<file path="config.mk">
export PLATFORM = sky130hd
export DESIGN_NAME = cubic_bezier_stroke_tessellator_unit
export DESIGN_NICKNAME = d
export VERILOG_FILES = /design/src/rtl/bst_pkg.sv /design/src/rtl/bst_mul.sv /design/src/rtl/bst_isqrt.sv /design/src/rtl/bst_div.sv /design/src/rtl/cubic_bezier_stroke_tessellator_unit.sv
export SDC_FILE = /design/constraint.sdc
export NUM_CORES = 2
export LEC_CHECK = 0
export BUFFER_PORTS_ARGS = -buffer_cell sky130_fd_sc_hd__clkbuf_2
export CAP_MARGIN = 15
export CORE_UTILIZATION = 35
export DETAILED_ROUTE_END_ITERATION = 8
export GPL_ROUTABILITY_DRIVEN = 0
export HOLD_SLACK_MARGIN = 0.08
export SETUP_SLACK_MARGIN = 0.15
export SLEW_MARGIN = 0
export SYNTH_ARGS = -nofsm -noshare
export SYNTH_HDL_FRONTEND = slang
export SYNTH_SLANG_ARGS = --single-unit
</file>
<file path="constraint.sdc">
create_clock -name aclk -period 18.3 [get_ports aclk]
set_input_delay 2.745 -clock aclk [delete_from_list [all_inputs] [get_ports aclk]]
set_output_delay 2.745 -clock aclk [all_outputs]
set_load 0.01 [all_outputs]
</file>
<file path="src/rtl/bst_pkg.sv">
`timescale 1ns / 1ps

package bst_pkg;

    localparam int CRD_W     = 16;
    localparam int MUL_W     = 27;
    localparam int PRD_W     = 2 * MUL_W;
    localparam int SQ_IN_W   = 50;
    localparam int ROOT_W    = SQ_IN_W / 2;
    localparam int DIV_NUM_W = 38;
    localparam int DIV_DEN_W = 26;
    localparam int T_W       = 25;
    localparam int COEF_W    = 21;
    localparam int ACC_W     = 48;
    localparam int LEN_W     = 19;

    localparam logic [T_W-1:0]   ONE_Q24  = T_W'(1) << 24;
    localparam logic [ACC_W-1:0] HALF_Q24 = ACC_W'(1) << 23;

    typedef enum logic [1:0] {
        REG_DENSITY = 2'd0,
        REG_WIDTH   = 2'd1,
        REG_THIN    = 2'd2
    } cfg_idx_t;

    typedef enum logic [4:0] {
        ST_IDLE,
        ST_CH_X,
        ST_CH_Y,
        ST_CH_SUM,
        ST_CH_SQ,
        ST_PREC,
        ST_PREC_DIV,
        ST_STEP_WAIT,
        ST_PT_T,
        ST_PT_T2,
        ST_PT_T3,
        ST_PT_C1,
        ST_PT_C2,
        ST_PT_C3,
        ST_PT_RES,
        ST_V_X,
        ST_V_Y,
        ST_V_SUM,
        ST_V_SQ,
        ST_NX_DIV,
        ST_NX_WAIT,
        ST_NY_DIV,
        ST_NY_WAIT,
        ST_EMIT
    } state_t;

    function automatic logic signed [CRD_W-1:0] sat16(input logic signed [ACC_W-1:0] v);
        logic signed [CRD_W-1:0] r;
        if (v > ACC_W'(32767)) begin
            r = 16'sh7fff;
        end else if (v < -ACC_W'(32768)) begin
            r = 16'sh8000;
        end else begin
            r = v[CRD_W-1:0];
        end
        return r;
    endfunction

endpackage

</file>
<file path="src/rtl/bst_mul.sv">
`timescale 1ns / 1ps

module bst_mul (
    input  logic                                aclk,
    input  logic signed [bst_pkg::MUL_W-1:0]    a,
    input  logic signed [bst_pkg::MUL_W-1:0]    b,
    output logic signed [bst_pkg::PRD_W-1:0]    p
);
    import bst_pkg::*;

    logic signed [PRD_W-1:0] p_reg;

    always_ff @(posedge aclk) begin
        p_reg <= a * b;
    end

    assign p = p_reg;

endmodule

</file>
<file path="src/rtl/bst_isqrt.sv">
`timescale 1ns / 1ps

module bst_isqrt (
    input  logic                             aclk,
    input  logic                             aresetn,
    input  logic                             start,
    input  logic [bst_pkg::SQ_IN_W-1:0]      radicand,
    output logic                             done,
    output logic [bst_pkg::ROOT_W-1:0]       root
);
    import bst_pkg::*;

    localparam int CNT_W = $clog2(ROOT_W + 1);

    logic [SQ_IN_W-1:0] rad_reg, rad_next;
    logic [ROOT_W+1:0]  rem_reg, rem_next;
    logic [ROOT_W-1:0]  root_reg, root_next;
    logic [CNT_W-1:0]   cnt_reg, cnt_next;
    logic               busy_reg, busy_next;
    logic               done_reg, done_next;
    logic [ROOT_W+1:0]  rem_sh;
    logic [ROOT_W+1:0]  trial;

    // Two radicand bits enter the partial remainder per cycle; one root bit leaves.
    always_comb begin
        rem_sh    = {rem_reg[ROOT_W-1:0], rad_reg[SQ_IN_W-1:SQ_IN_W-2]};
        trial     = {root_reg, 2'b01};
        rad_next  = rad_reg;
        rem_next  = rem_reg;
        root_next = root_reg;
        cnt_next  = cnt_reg;
        busy_next = busy_reg;
        done_next = 1'b0;
        if (start) begin
            rad_next  = radicand;
            rem_next  = '0;
            root_next = '0;
            cnt_next  = '0;
            busy_next = 1'b1;
        end else if (busy_reg) begin
            rad_next = rad_reg << 2;
            if (rem_sh >= trial) begin
                rem_next  = rem_sh - trial;
                root_next = {root_reg[ROOT_W-2:0], 1'b1};
            end else begin
                rem_next  = rem_sh;
                root_next = {root_reg[ROOT_W-2:0], 1'b0};
            end
            cnt_next = cnt_reg + CNT_W'(1);
            if (cnt_reg == CNT_W'(ROOT_W - 1)) begin
                busy_next = 1'b0;
                done_next = 1'b1;
            end
        end
    end

    always_ff @(posedge aclk) begin
        if (!aresetn) begin
            busy_reg <= 1'b0;
            done_reg <= 1'b0;
            cnt_reg  <= '0;
        end else begin
            busy_reg <= busy_next;
            done_reg <= done_next;
            cnt_reg  <= cnt_next;
        end
        rad_reg  <= rad_next;
        rem_reg  <= rem_next;
        root_reg <= root_next;
    end

    assign done = done_reg;
    assign root = root_reg;

endmodule

</file>
<file path="src/rtl/bst_div.sv">
`timescale 1ns / 1ps

module bst_div (
    input  logic                             aclk,
    input  logic                             aresetn,
    input  logic                             start,
    input  logic [bst_pkg::DIV_NUM_W-1:0]    num,
    input  logic [bst_pkg::DIV_DEN_W-1:0]    den,
    output logic                             done,
    output logic [bst_pkg::DIV_NUM_W-1:0]    quot
);
    import bst_pkg::*;

    localparam int CNT_W = $clog2(DIV_NUM_W + 1);

    logic [DIV_NUM_W-1:0] q_reg, q_next;
    logic [DIV_DEN_W-1:0] rem_reg, rem_next;
    logic [DIV_DEN_W-1:0] den_reg, den_next;
    logic [CNT_W-1:0]     cnt_reg, cnt_next;
    logic                 busy_reg, busy_next;
    logic                 done_reg, done_next;
    logic [DIV_DEN_W:0]   rem_sh;

    // Restoring division: the dividend shifts out the top while quotient bits fill the bottom.
    always_comb begin
        rem_sh    = {rem_reg, q_reg[DIV_NUM_W-1]};
        q_next    = q_reg;
        rem_next  = rem_reg;
        den_next  = den_reg;
        cnt_next  = cnt_reg;
        busy_next = busy_reg;
        done_next = 1'b0;
        if (start) begin
            q_next    = num;
            rem_next  = '0;
            den_next  = den;
            cnt_next  = '0;
            busy_next = 1'b1;
        end else if (busy_reg) begin
            if (rem_sh >= {1'b0, den_reg}) begin
                rem_next = DIV_DEN_W'(rem_sh - {1'b0, den_reg});
                q_next   = {q_reg[DIV_NUM_W-2:0], 1'b1};
            end else begin
                rem_next = rem_sh[DIV_DEN_W-1:0];
                q_next   = {q_reg[DIV_NUM_W-2:0], 1'b0};
            end
            cnt_next = cnt_reg + CNT_W'(1);
            if (cnt_reg == CNT_W'(DIV_NUM_W - 1)) begin
                busy_next = 1'b0;
                done_next = 1'b1;
            end
        end
    end

    always_ff @(posedge aclk) begin
        if (!aresetn) begin
            busy_reg <= 1'b0;
            done_reg <= 1'b0;
            cnt_reg  <= '0;
        end else begin
            busy_reg <= busy_next;
            done_reg <= done_next;
            cnt_reg  <= cnt_next;
        end
        q_reg   <= q_next;
        rem_reg <= rem_next;
        den_reg <= den_next;
    end

    assign done = done_reg;
    assign quot = q_reg;

endmodule

</file>
<file path="src/rtl/cubic_bezier_stroke_tessellator_unit.sv">
`timescale 1ns / 1ps

// Channel   Direction  Handshake           Contents
// s_        in         s_valid / s_ready   one curve: four control points p0..p3
// m_        out        m_valid / m_ready   one point (thin) or vertex pair (thick), m_last
// apb       in         psel/penable/pready step_density, stroke_width, thin_mode
//
// One curve at a time; s_ready is high only while the sequencer is idle.
// Setup after acceptance computes the three chord roots, then the step count and its
// reciprocal. Each thick step also waits for a square root and two divides to form
// the normal; a zero step vector skips them, and a closing thick pair follows the
// last step.
// A stalled m_ready holds the sequencer in its emit state. Reset is synchronous.

module cubic_bezier_stroke_tessellator_unit #(
    parameter int MAX_SEGMENTS = 32,
    parameter int FRAC_BITS    = 4
) (
    input  logic                               aclk,
    input  logic                               aresetn,
    input  logic                               s_valid,
    output logic                               s_ready,
    input  logic signed [bst_pkg::CRD_W-1:0]   s_p0_x,
    input  logic signed [bst_pkg::CRD_W-1:0]   s_p0_y,
    input  logic signed [bst_pkg::CRD_W-1:0]   s_p1_x,
    input  logic signed [bst_pkg::CRD_W-1:0]   s_p1_y,
    input  logic signed [bst_pkg::CRD_W-1:0]   s_p2_x,
    input  logic signed [bst_pkg::CRD_W-1:0]   s_p2_y,
    input  logic signed [bst_pkg::CRD_W-1:0]   s_p3_x,
    input  logic signed [bst_pkg::CRD_W-1:0]   s_p3_y,
    output logic                               m_valid,
    input  logic                               m_ready,
    output logic signed [bst_pkg::CRD_W-1:0]   m_out_a_x,
    output logic signed [bst_pkg::CRD_W-1:0]   m_out_a_y,
    output logic signed [bst_pkg::CRD_W-1:0]   m_out_b_x,
    output logic signed [bst_pkg::CRD_W-1:0]   m_out_b_y,
    output logic                               m_last,
    input  logic                               psel,
    input  logic                               penable,
    input  logic                               pwrite,
    input  logic [3:0]                         paddr,
    input  logic [31:0]                        pwdata,
    output logic [31:0]                        prdata,
    output logic                               pready
);
    import bst_pkg::*;

    localparam int F_W      = $clog2(MAX_SEGMENTS + 2);
    localparam int PREC_CAP = MAX_SEGMENTS * 256;
    localparam int PREC_W   = $clog2(PREC_CAP + 1);

    state_t state_reg, state_next;

    logic [15:0] dens_reg, dens_next;
    logic [11:0] width_reg, width_next;
    logic        thin_reg, thin_next;

    logic signed [CRD_W-1:0]  p_reg [8];
    logic signed [CRD_W-1:0]  p_next [8];
    logic signed [COEF_W-1:0] c1_reg [2], c1_next [2];
    logic signed [COEF_W-1:0] c2_reg [2], c2_next [2];
    logic signed [COEF_W-1:0] c3_reg [2], c3_next [2];
    logic signed [CRD_W-1:0]  pt_reg [2], pt_next [2];
    logic signed [CRD_W-1:0]  prev_reg [2], prev_next [2];
    logic signed [CRD_W-1:0]  nrm_reg [2], nrm_next [2];

    logic [1:0]              seg_reg, seg_next;
    logic [LEN_W-1:0]        len_reg, len_next;
    logic signed [ACC_W-1:0] acc_reg, acc_next;
    logic [T_W-1:0]          step_reg, step_next;
    logic [F_W-1:0]          limit_reg, limit_next;
    logic [F_W-1:0]          f_reg, f_next;
    logic [T_W-1:0]          t_reg, t_next;
    logic [T_W-1:0]          t2_reg, t2_next;
    logic [T_W-1:0]          t3_reg, t3_next;
    logic                    axis_reg, axis_next;
    logic                    final_reg, final_next;
    logic [DIV_DEN_W-1:0]    den_reg, den_next;
    logic                    neg_reg, neg_next;

    logic                    m_valid_reg, m_valid_next;
    logic signed [CRD_W-1:0] ax_reg, ax_next, ay_reg, ay_next;
    logic signed [CRD_W-1:0] bx_reg, bx_next, by_reg, by_next;
    logic                    last_reg, last_next;

    logic signed [MUL_W-1:0] mul_a, mul_b;
    logic signed [PRD_W-1:0] mul_q;
    logic                    sq_start, sq_done;
    logic [SQ_IN_W-1:0]      sq_in;
    logic [ROOT_W-1:0]       sq_root;
    logic                    dv_start, dv_done;
    logic [DIV_NUM_W-1:0]    dv_num, dv_q;
    logic [DIV_DEN_W-1:0]    dv_den;

    logic                    s_acc, cfg_wr, out_free, at_limit, v_zero;
    logic signed [CRD_W:0]   dx, dy, vx, vy;
    logic signed [CRD_W+1:0] nvy;
    logic signed [ACC_W-1:0] sq_sum, s_sum, rnd, qv;
    logic [PRD_W-1:0]        prec_full, num_abs;
    logic [PREC_W-1:0]       prec_c;
    logic [T_W-1:0]          t_cl, t2_cl, t3_cl;
    logic signed [CRD_W-1:0] sp [8];

    bst_mul u_mul (.aclk(aclk), .a(mul_a), .b(mul_b), .p(mul_q));

    bst_isqrt u_sqrt (
        .aclk(aclk), .aresetn(aresetn), .start(sq_start), .radicand(sq_in),
        .done(sq_done), .root(sq_root)
    );

    bst_div u_div (
        .aclk(aclk), .aresetn(aresetn), .start(dv_start), .num(dv_num), .den(dv_den),
        .done(dv_done), .quot(dv_q)
    );

    assign s_ready   = (state_reg == ST_IDLE);
    assign s_acc     = s_valid && s_ready;
    assign cfg_wr    = psel && penable && pwrite;
    assign pready    = 1'b1;
    assign out_free  = !m_valid_reg || m_ready;
    assign at_limit  = (f_reg == limit_reg);
    assign m_valid   = m_valid_reg;
    assign m_out_a_x = ax_reg;
    assign m_out_a_y = ay_reg;
    assign m_out_b_x = bx_reg;
    assign m_out_b_y = by_reg;
    assign m_last    = last_reg;

    assign sp[0] = s_p0_x;
    assign sp[1] = s_p0_y;
    assign sp[2] = s_p1_x;
    assign sp[3] = s_p1_y;
    assign sp[4] = s_p2_x;
    assign sp[5] = s_p2_y;
    assign sp[6] = s_p3_x;
    assign sp[7] = s_p3_y;

    always_comb begin
        case (cfg_idx_t'(paddr[3:2]))
            REG_DENSITY: prdata = 32'(dens_reg);
            REG_WIDTH:   prdata = 32'(width_reg);
            REG_THIN:    prdata = 32'(thin_reg);
            default:     prdata = '0;
        endcase
    end

    // Shared arithmetic terms.
    always_comb begin
        case (seg_reg)
            2'd0: begin
                dx = (CRD_W+1)'(p_reg[2]) - (CRD_W+1)'(p_reg[0]);
                dy = (CRD_W+1)'(p_reg[3]) - (CRD_W+1)'(p_reg[1]);
            end
            2'd1: begin
                dx = (CRD_W+1)'(p_reg[4]) - (CRD_W+1)'(p_reg[2]);
                dy = (CRD_W+1)'(p_reg[5]) - (CRD_W+1)'(p_reg[3]);
            end
            default: begin
                dx = (CRD_W+1)'(p_reg[6]) - (CRD_W+1)'(p_reg[4]);
                dy = (CRD_W+1)'(p_reg[7]) - (CRD_W+1)'(p_reg[5]);
            end
        endcase
        vx     = (CRD_W+1)'(pt_reg[0]) - (CRD_W+1)'(prev_reg[0]);
        vy     = (CRD_W+1)'(pt_reg[1]) - (CRD_W+1)'(prev_reg[1]);
        nvy    = -((CRD_W+2)'(vy));
        v_zero = (vx == '0) && (vy == '0);
        sq_sum = acc_reg + ACC_W'(mul_q);
        s_sum  = acc_reg + ACC_W'(mul_q);
        // Arithmetic shift gives the floor, so adding one half rounds half up.
        rnd    = (s_sum + $signed(HALF_Q24)) >>> 24;

        prec_full = PRD_W'(mul_q) >> FRAC_BITS;
        if (prec_full > PRD_W'(PREC_CAP)) begin
            prec_c = PREC_W'(PREC_CAP);
        end else if (prec_full < PRD_W'(256)) begin
            prec_c = PREC_W'(256);
        end else begin
            prec_c = prec_full[PREC_W-1:0];
        end

        t_cl  = (mul_q > PRD_W'(ONE_Q24)) ? ONE_Q24 : mul_q[T_W-1:0];
        t2_cl = ((mul_q >>> 24) > PRD_W'(ONE_Q24)) ? ONE_Q24 : mul_q[T_W+23:24];
        t3_cl = t2_cl;

        num_abs = mul_q[PRD_W-1] ? PRD_W'(-mul_q) : PRD_W'(mul_q);
        qv      = neg_reg ? -ACC_W'({1'b0, dv_q}) : ACC_W'({1'b0, dv_q});
    end

    always_comb begin
        state_next = state_reg;
        case (state_reg)
            ST_IDLE:      if (s_acc && (width_reg != '0)) state_next = ST_CH_X;
            ST_CH_X:      state_next = ST_CH_Y;
            ST_CH_Y:      state_next = ST_CH_SUM;
            ST_CH_SUM:    state_next = ST_CH_SQ;
            ST_CH_SQ:     if (sq_done) state_next = (seg_reg == 2'd2) ? ST_PREC : ST_CH_X;
            ST_PREC:      state_next = ST_PREC_DIV;
            ST_PREC_DIV:  state_next = ST_STEP_WAIT;
            ST_STEP_WAIT: if (dv_done) state_next = ST_PT_T;
            ST_PT_T:      state_next = ST_PT_T2;
            ST_PT_T2:     state_next = ST_PT_T3;
            ST_PT_T3:     state_next = ST_PT_C1;
            ST_PT_C1:     state_next = ST_PT_C2;
            ST_PT_C2:     state_next = ST_PT_C3;
            ST_PT_C3:     state_next = ST_PT_RES;
            ST_PT_RES: begin
                if (!axis_reg) begin
                    state_next = ST_PT_C1;
                end else begin
                    state_next = thin_reg ? ST_EMIT : ST_V_X;
                end
            end
            ST_V_X:       state_next = v_zero ? ST_EMIT : ST_V_Y;
            ST_V_Y:       state_next = ST_V_SUM;
            ST_V_SUM:     state_next = ST_V_SQ;
            ST_V_SQ:      if (sq_done) state_next = ST_NX_DIV;
            ST_NX_DIV:    state_next = ST_NX_WAIT;
            ST_NX_WAIT:   if (dv_done) state_next = ST_NY_DIV;
            ST_NY_DIV:    state_next = ST_NY_WAIT;
            ST_NY_WAIT:   if (dv_done) state_next = ST_EMIT;
            ST_EMIT: begin
                if (out_free) begin
                    if (!thin_reg && final_reg) begin
                        state_next = ST_IDLE;
                    end else if (at_limit) begin
                        state_next = thin_reg ? ST_IDLE : ST_EMIT;
                    end else begin
                        state_next = ST_PT_T;
                    end
                end
            end
            default:      state_next = ST_IDLE;
        endcase
    end

    // Operand selection for the shared multiplier and starts of the iterative units.
    always_comb begin
        mul_a    = '0;
        mul_b    = '0;
        sq_start = 1'b0;
        sq_in    = SQ_IN_W'(sq_sum);
        dv_start = 1'b0;
        dv_num   = DIV_NUM_W'(1) << 32;
        dv_den   = DIV_DEN_W'(prec_c);
        case (state_reg)
            ST_CH_X: begin
                mul_a = MUL_W'(dx);
                mul_b = MUL_W'(dx);
            end
            ST_CH_Y: begin
                mul_a = MUL_W'(dy);
                mul_b = MUL_W'(dy);
            end
            ST_CH_SUM: sq_start = 1'b1;
            ST_PREC: begin
                mul_a = MUL_W'($signed({1'b0, len_reg}));
                mul_b = MUL_W'($signed({1'b0, dens_reg}));
            end
            ST_PREC_DIV: dv_start = 1'b1;
            ST_PT_T: begin
                mul_a = MUL_W'($signed({1'b0, f_reg}));
                mul_b = MUL_W'($signed({1'b0, step_reg}));
            end
            ST_PT_T2: begin
                mul_a = MUL_W'($signed({1'b0, t_cl}));
                mul_b = MUL_W'($signed({1'b0, t_cl}));
            end
            ST_PT_T3: begin
                mul_a = MUL_W'($signed({1'b0, t2_cl}));
                mul_b = MUL_W'($signed({1'b0, t_reg}));
            end
            ST_PT_C1: begin
                mul_a = MUL_W'($signed({1'b0, t_reg}));
                mul_b = MUL_W'(c1_reg[axis_reg]);
            end
            ST_PT_C2: begin
                mul_a = MUL_W'($signed({1'b0, t2_reg}));
                mul_b = MUL_W'(c2_reg[axis_reg]);
            end
            ST_PT_C3: begin
                mul_a = MUL_W'($signed({1'b0, t3_reg}));
                mul_b = MUL_W'(c3_reg[axis_reg]);
            end
            ST_V_X: begin
                mul_a = MUL_W'(vx);
                mul_b = MUL_W'(vx);
            end
            ST_V_Y: begin
                mul_a = MUL_W'(vy);
                mul_b = MUL_W'(vy);
            end
            ST_V_SUM: begin
                sq_start = 1'b1;
                sq_in    = SQ_IN_W'(sq_sum) << 16;
            end
            ST_V_SQ: begin
                mul_a = MUL_W'(nvy);
                mul_b = MUL_W'($signed({1'b0, width_reg}));
            end
            ST_NX_DIV, ST_NY_DIV: begin
                dv_start = 1'b1;
                dv_num   = DIV_NUM_W'(num_abs << 8) + DIV_NUM_W'(den_reg >> 1);
                dv_den   = den_reg;
            end
            ST_NX_WAIT: begin
                mul_a = MUL_W'(vx);
                mul_b = MUL_W'($signed({1'b0, width_reg}));
            end
            default: ;
        endcase
    end

    always_comb begin
        dens_next  = dens_reg;
        width_next = width_reg;
        thin_next  = thin_reg;
        if (cfg_wr) begin
            case (cfg_idx_t'(paddr[3:2]))
                REG_DENSITY: dens_next  = pwdata[15:0];
                REG_WIDTH:   width_next = pwdata[11:0];
                REG_THIN:    thin_next  = pwdata[0];
                default: ;
            endcase
        end

        p_next     = p_reg;
        c1_next    = c1_reg;
        c2_next    = c2_reg;
        c3_next    = c3_reg;
        pt_next    = pt_reg;
        prev_next  = prev_reg;
        nrm_next   = nrm_reg;
        seg_next   = seg_reg;
        len_next   = len_reg;
        acc_next   = acc_reg;
        step_next  = step_reg;
        limit_next = limit_reg;
        f_next     = f_reg;
        t_next     = t_reg;
        t2_next    = t2_reg;
        t3_next    = t3_reg;
        axis_next  = axis_reg;
        final_next = final_reg;
        den_next   = den_reg;
        neg_next   = neg_reg;

        m_valid_next = m_valid_reg && !m_ready;
        ax_next      = ax_reg;
        ay_next      = ay_reg;
        bx_next      = bx_reg;
        by_next      = by_reg;
        last_next    = last_reg;

        case (state_reg)
            ST_IDLE: begin
                if (s_acc && (width_reg != '0)) begin
                    for (int i = 0; i < 8; i++) begin
                        p_next[i] = sp[i];
                    end
                    for (int i = 0; i < 2; i++) begin
                        c1_next[i] = (COEF_W'(sp[2+i]) - COEF_W'(sp[i])) * COEF_W'(3);
                        c2_next[i] = (COEF_W'(sp[i]) - (COEF_W'(sp[2+i]) <<< 1)
                                     + COEF_W'(sp[4+i])) * COEF_W'(3);
                        c3_next[i] = COEF_W'(sp[6+i]) - COEF_W'(sp[i])
                                     + (COEF_W'(sp[2+i]) - COEF_W'(sp[4+i])) * COEF_W'(3);
                        prev_next[i] = sp[i];
                        nrm_next[i]  = '0;
                    end
                    seg_next   = '0;
                    len_next   = '0;
                    axis_next  = 1'b0;
                    final_next = 1'b0;
                end
            end
            ST_CH_Y, ST_V_Y: acc_next = ACC_W'(mul_q);
            ST_CH_SQ: begin
                if (sq_done) begin
                    len_next = len_reg + LEN_W'(sq_root);
                    seg_next = seg_reg + 2'd1;
                end
            end
            ST_PREC_DIV: limit_next = F_W'(prec_c >> 8) + F_W'(1);
            ST_STEP_WAIT: begin
                if (dv_done) begin
                    step_next = dv_q[T_W-1:0];
                    f_next    = '0;
                end
            end
            ST_PT_T2: t_next = t_cl;
            ST_PT_T3: t2_next = t2_cl;
            ST_PT_C1: if (!axis_reg) t3_next = t3_cl;
            ST_PT_C2: acc_next = ACC_W'(mul_q);
            ST_PT_C3: acc_next = s_sum;
            ST_PT_RES: begin
                pt_next[axis_reg] = sat16(ACC_W'(p_reg[axis_reg]) + rnd);
                axis_next         = !axis_reg;
            end
            ST_V_X: begin
                if (v_zero) begin
                    nrm_next[0] = '0;
                    nrm_next[1] = '0;
                end
            end
            ST_V_SQ: if (sq_done) den_next = {sq_root, 1'b0};
            ST_NX_DIV, ST_NY_DIV: neg_next = mul_q[PRD_W-1];
            ST_NX_WAIT: if (dv_done) nrm_next[0] = sat16(qv);
            ST_NY_WAIT: if (dv_done) nrm_next[1] = sat16(qv);
            ST_EMIT: begin
                if (out_free) begin
                    m_valid_next = 1'b1;
                    if (thin_reg) begin
                        ax_next   = pt_reg[0];
                        ay_next   = pt_reg[1];
                        bx_next   = pt_reg[0];
                        by_next   = pt_reg[1];
                        last_next = at_limit;
                    end else begin
                        ax_next   = sat16(ACC_W'(prev_reg[0]) + ACC_W'(nrm_reg[0]));
                        ay_next   = sat16(ACC_W'(prev_reg[1]) + ACC_W'(nrm_reg[1]));
                        bx_next   = sat16(ACC_W'(prev_reg[0]) - ACC_W'(nrm_reg[0]));
                        by_next   = sat16(ACC_W'(prev_reg[1]) - ACC_W'(nrm_reg[1]));
                        last_next = final_reg;
                    end
                    prev_next = pt_reg;
                    if (at_limit) begin
                        final_next = 1'b1;
                    end else begin
                        f_next = f_reg + F_W'(1);
                    end
                end
            end
            default: ;
        endcase
    end

    always_ff @(posedge aclk) begin
        if (!aresetn) begin
            state_reg   <= ST_IDLE;
            dens_reg    <= 16'd256;
            width_reg   <= 12'd16;
            thin_reg    <= 1'b1;
            m_valid_reg <= 1'b0;
            seg_reg     <= '0;
            f_reg       <= '0;
            limit_reg   <= '0;
            axis_reg    <= 1'b0;
            final_reg   <= 1'b0;
        end else begin
            state_reg   <= state_next;
            dens_reg    <= dens_next;
            width_reg   <= width_next;
            thin_reg    <= thin_next;
            m_valid_reg <= m_valid_next;
            seg_reg     <= seg_next;
            f_reg       <= f_next;
            limit_reg   <= limit_next;
            axis_reg    <= axis_next;
            final_reg   <= final_next;
        end
        p_reg    <= p_next;
        c1_reg   <= c1_next;
        c2_reg   <= c2_next;
        c3_reg   <= c3_next;
        pt_reg   <= pt_next;
        prev_reg <= prev_next;
        nrm_reg  <= nrm_next;
        len_reg  <= len_next;
        acc_reg  <= acc_next;
        step_reg <= step_next;
        t_reg    <= t_next;
        t2_reg   <= t2_next;
        t3_reg   <= t3_next;
        den_reg  <= den_next;
        neg_reg  <= neg_next;
        ax_reg   <= ax_next;
        ay_reg   <= ay_next;
        bx_reg   <= bx_next;
        by_reg   <= by_next;
        last_reg <= last_next;
    end

endmodule

</file>
==> results.txt <==
Status -> complete, but fails checks
Synth Area in Compound Gates -> 14.2%
Area after DPL -> 0.101 mm²
Crit share post-route -> 70.5%
Die area -> 0.274 mm²
Final Cell Area -> 0.104 mm²
Final-report max-slew violation count -> 1
Vias in the first global route -> 73365
Post-Syn Area -> 0.0950 mm²
Highest routed layer -> met5
Final hold slack -> 0.467 ns
CP max FO -> 12
Fin util -> 38.8%
Die H -> 523 µm
Die width -> 523 µm
Nets -> 12359
Layout cells sized above 1 -> 7.08%
TNS Setup -> 0 ns
Max reg flops -> 128
Slew @ Worst Pin -> 1.52 ns
Failing checks -> max-slew violations
Mean post-synth cell area -> 9.19 µm²
Post-route ant nets -> 0
RSZ-0062 raised after global routing -> false
Largest family of logic cells by synthesized area -> adder cells
Latest clock arrival within the worst-skew pair -> 0.79 ns
Reg clk slew, reported paths -> 0.06 ns
Crit path max-delay cell type -> fa_1
Post-layout min period -> 12.90 ns
Top-count cell post-synth -> inv_1
Routed Wire Length -> 331000 µm
Initial antenna violation count -> 26
Global-route wire length before repair -> 484000 µm
Max clock buf depth -> 3
Setup Viol. Count Final -> 0
CP arrival -> 13.57 ns
Post-synth top area share -> 22.7%
Ys async rst share -> 0%
DR WL met2 -> 136000 µm
Row count -> 190
Total CTS buffers -> 104
Post-CTS setup buffers -> 0
Synth Area in Adders -> 29.7%
Hold buffers post-CTS -> 0
WS Path Type -> register to register
# DRC -> 0
CTS tree -> built
Routed WL per cell -> 23.4 µm
EDFF count, synth -> 720
Worst rel slew slack -> -1.40%
Drt via density -> 5.49
Clock Tree Root -> clkbuf_16
Met3 Wirelength -> 36600 µm
Synth Register Bits -> 916
Crit. End Element -> register
Multiplexer share of the synthesized area -> 1.65%
Yosys cell types -> 111
Simple-gate share of the synthesized area -> 14.0%
Tot GR Track Use -> 23.9%
Critical Path Max Stage Delay -> 0.69 ns
Worst hold path class -> register to register
Required time worst endpoint -> 18.97 ns
Area leader, netlist -> edfxtp_1
Fmax -> 77.5 MHz
Post-DP HPWL -> 261000 µm
Top Ports -> 271
Sequential cell area fraction in the yosys report -> 26.9%
Skew final -> 0.0896 ns
Startpoint types -> register
Area of the core -> 0.269 mm²
Layout area overhead -> 9.80%
Clock sink count -> 916
Max H-tree Level -> 3
Most common cell on crit path -> inv_1
Largest net degree at the start of global routing -> 114
Area of the multi-input gates -> 0.0622 mm²
Final Hold Vio Count -> 0
Initial core utilization -> 35.3%
DR iter-0 viols -> 8943
Top cells by area, synth -> edfxtp_1, fa_1, ha_1
Fill count -> 27041
Predominant post-synthesis flop cell -> edfxtp_1
Vias -> 77616
Post-CTS Resized -> 0
Met1 WL -> 141000 µm
Synth Warn # -> 0
Synth top cells by count -> inv_1, nand2_1, fa_1
Number of port buffers -> 235
Maxcap violations -> 0
GRT overflow -> 0
Syn Inst Count -> 10337
Drt pass-1 iters -> 7
Xor-xnor portion of the synthesized cell area -> 5.49%
FF+latch area -> 0.0256 mm²
[cell families after synthesis]
group                      after synthesis
muxes                                  154
DFF                                    916
buffers and inverters                 1991
xor gates and xnor gates               596
other                                    2
AOI/OAI and AO/OA                     2067
and+or+nand+nor                       2870
adders and majority gates             1741
[layout make-up]
class | count | share of cell area, %
clock inverters | 63 | 0.735
well taps | 3552 | 4.26
diodes | 6 | 0.0144
clock buffers | 129 | 2.76
repair buffers | 413 | 2.41
multi-input cells | 7445 | 59.6
flip-flops and latches | 916 | 24.5
inverters | 1601 | 5.77
[routing by layer]
metal / GRT usage [%] / vias up
met3: 5.29 / 662
met1: 33.8 / 38159
met4: 10.3 / 4
met5: 0 / -
li1: - / 35121
met2: 34.8 / 3670
[metrics by stage]
step                worst slack (ns)  cells
finish                          5.40  14125
global route                    4.61  14120
CTS                             5.31  14115
detailed placement              5.41  13923
global placement                5.49  13921
floorplan                       7.36  10352
[worst max-delay path: cells and delay by family, from the launching register on]
family	cells	cell delay, ns
compound gates	15	3.74
xor+xnor	2	0.36
fa+ha+maj	9	4.68
buf+inv	8	1.55
flops	1	0.55
simple gates	6	1.87
[worst paths after layout]
check                                      from     endpoint  slack, ns  depth (start not counted)
worst min register to register  u_sqrt.root[24]  den_reg[25]       0.47                          0
worst min-delay path            u_sqrt.root[24]  den_reg[25]       0.47                          0
worst max register to register      prev_reg[1]  u_mul.p[53]       5.40                         40
worst max-delay path                prev_reg[1]  u_mul.p[53]       5.40                         40
[cells in the final DEF (no fill, tap or decap), types with 40 or more instances in the layout]
master,count
nor2b_1,114
o21bai_1,72
buf_4,174
a21boi_0,59
nand3_1,157
a21o_1,167
nand2_1,994
fa_1,871
dfxtp_1,193
a22oi_1,76
mux2i_1,134
ha_1,836
nor2_1,827
and2_1,120
xnor2_1,393
nand2b_1,103
o211ai_1,59
and3_1,74
a21oi_1,509
clkbuf_16,109
nand4_1,48
xor2_1,203
clkbuf_2,235
o31ai_1,40
o21ai_0,543
edfxtp_1,720
nor3_1,153
a211oi_1,73
or3_1,57
o21a_1,70
inv_1,1593
Power is not shown: default switching activity piles up to over one toggle a cycle in this logic, so the estimate is an artifact.
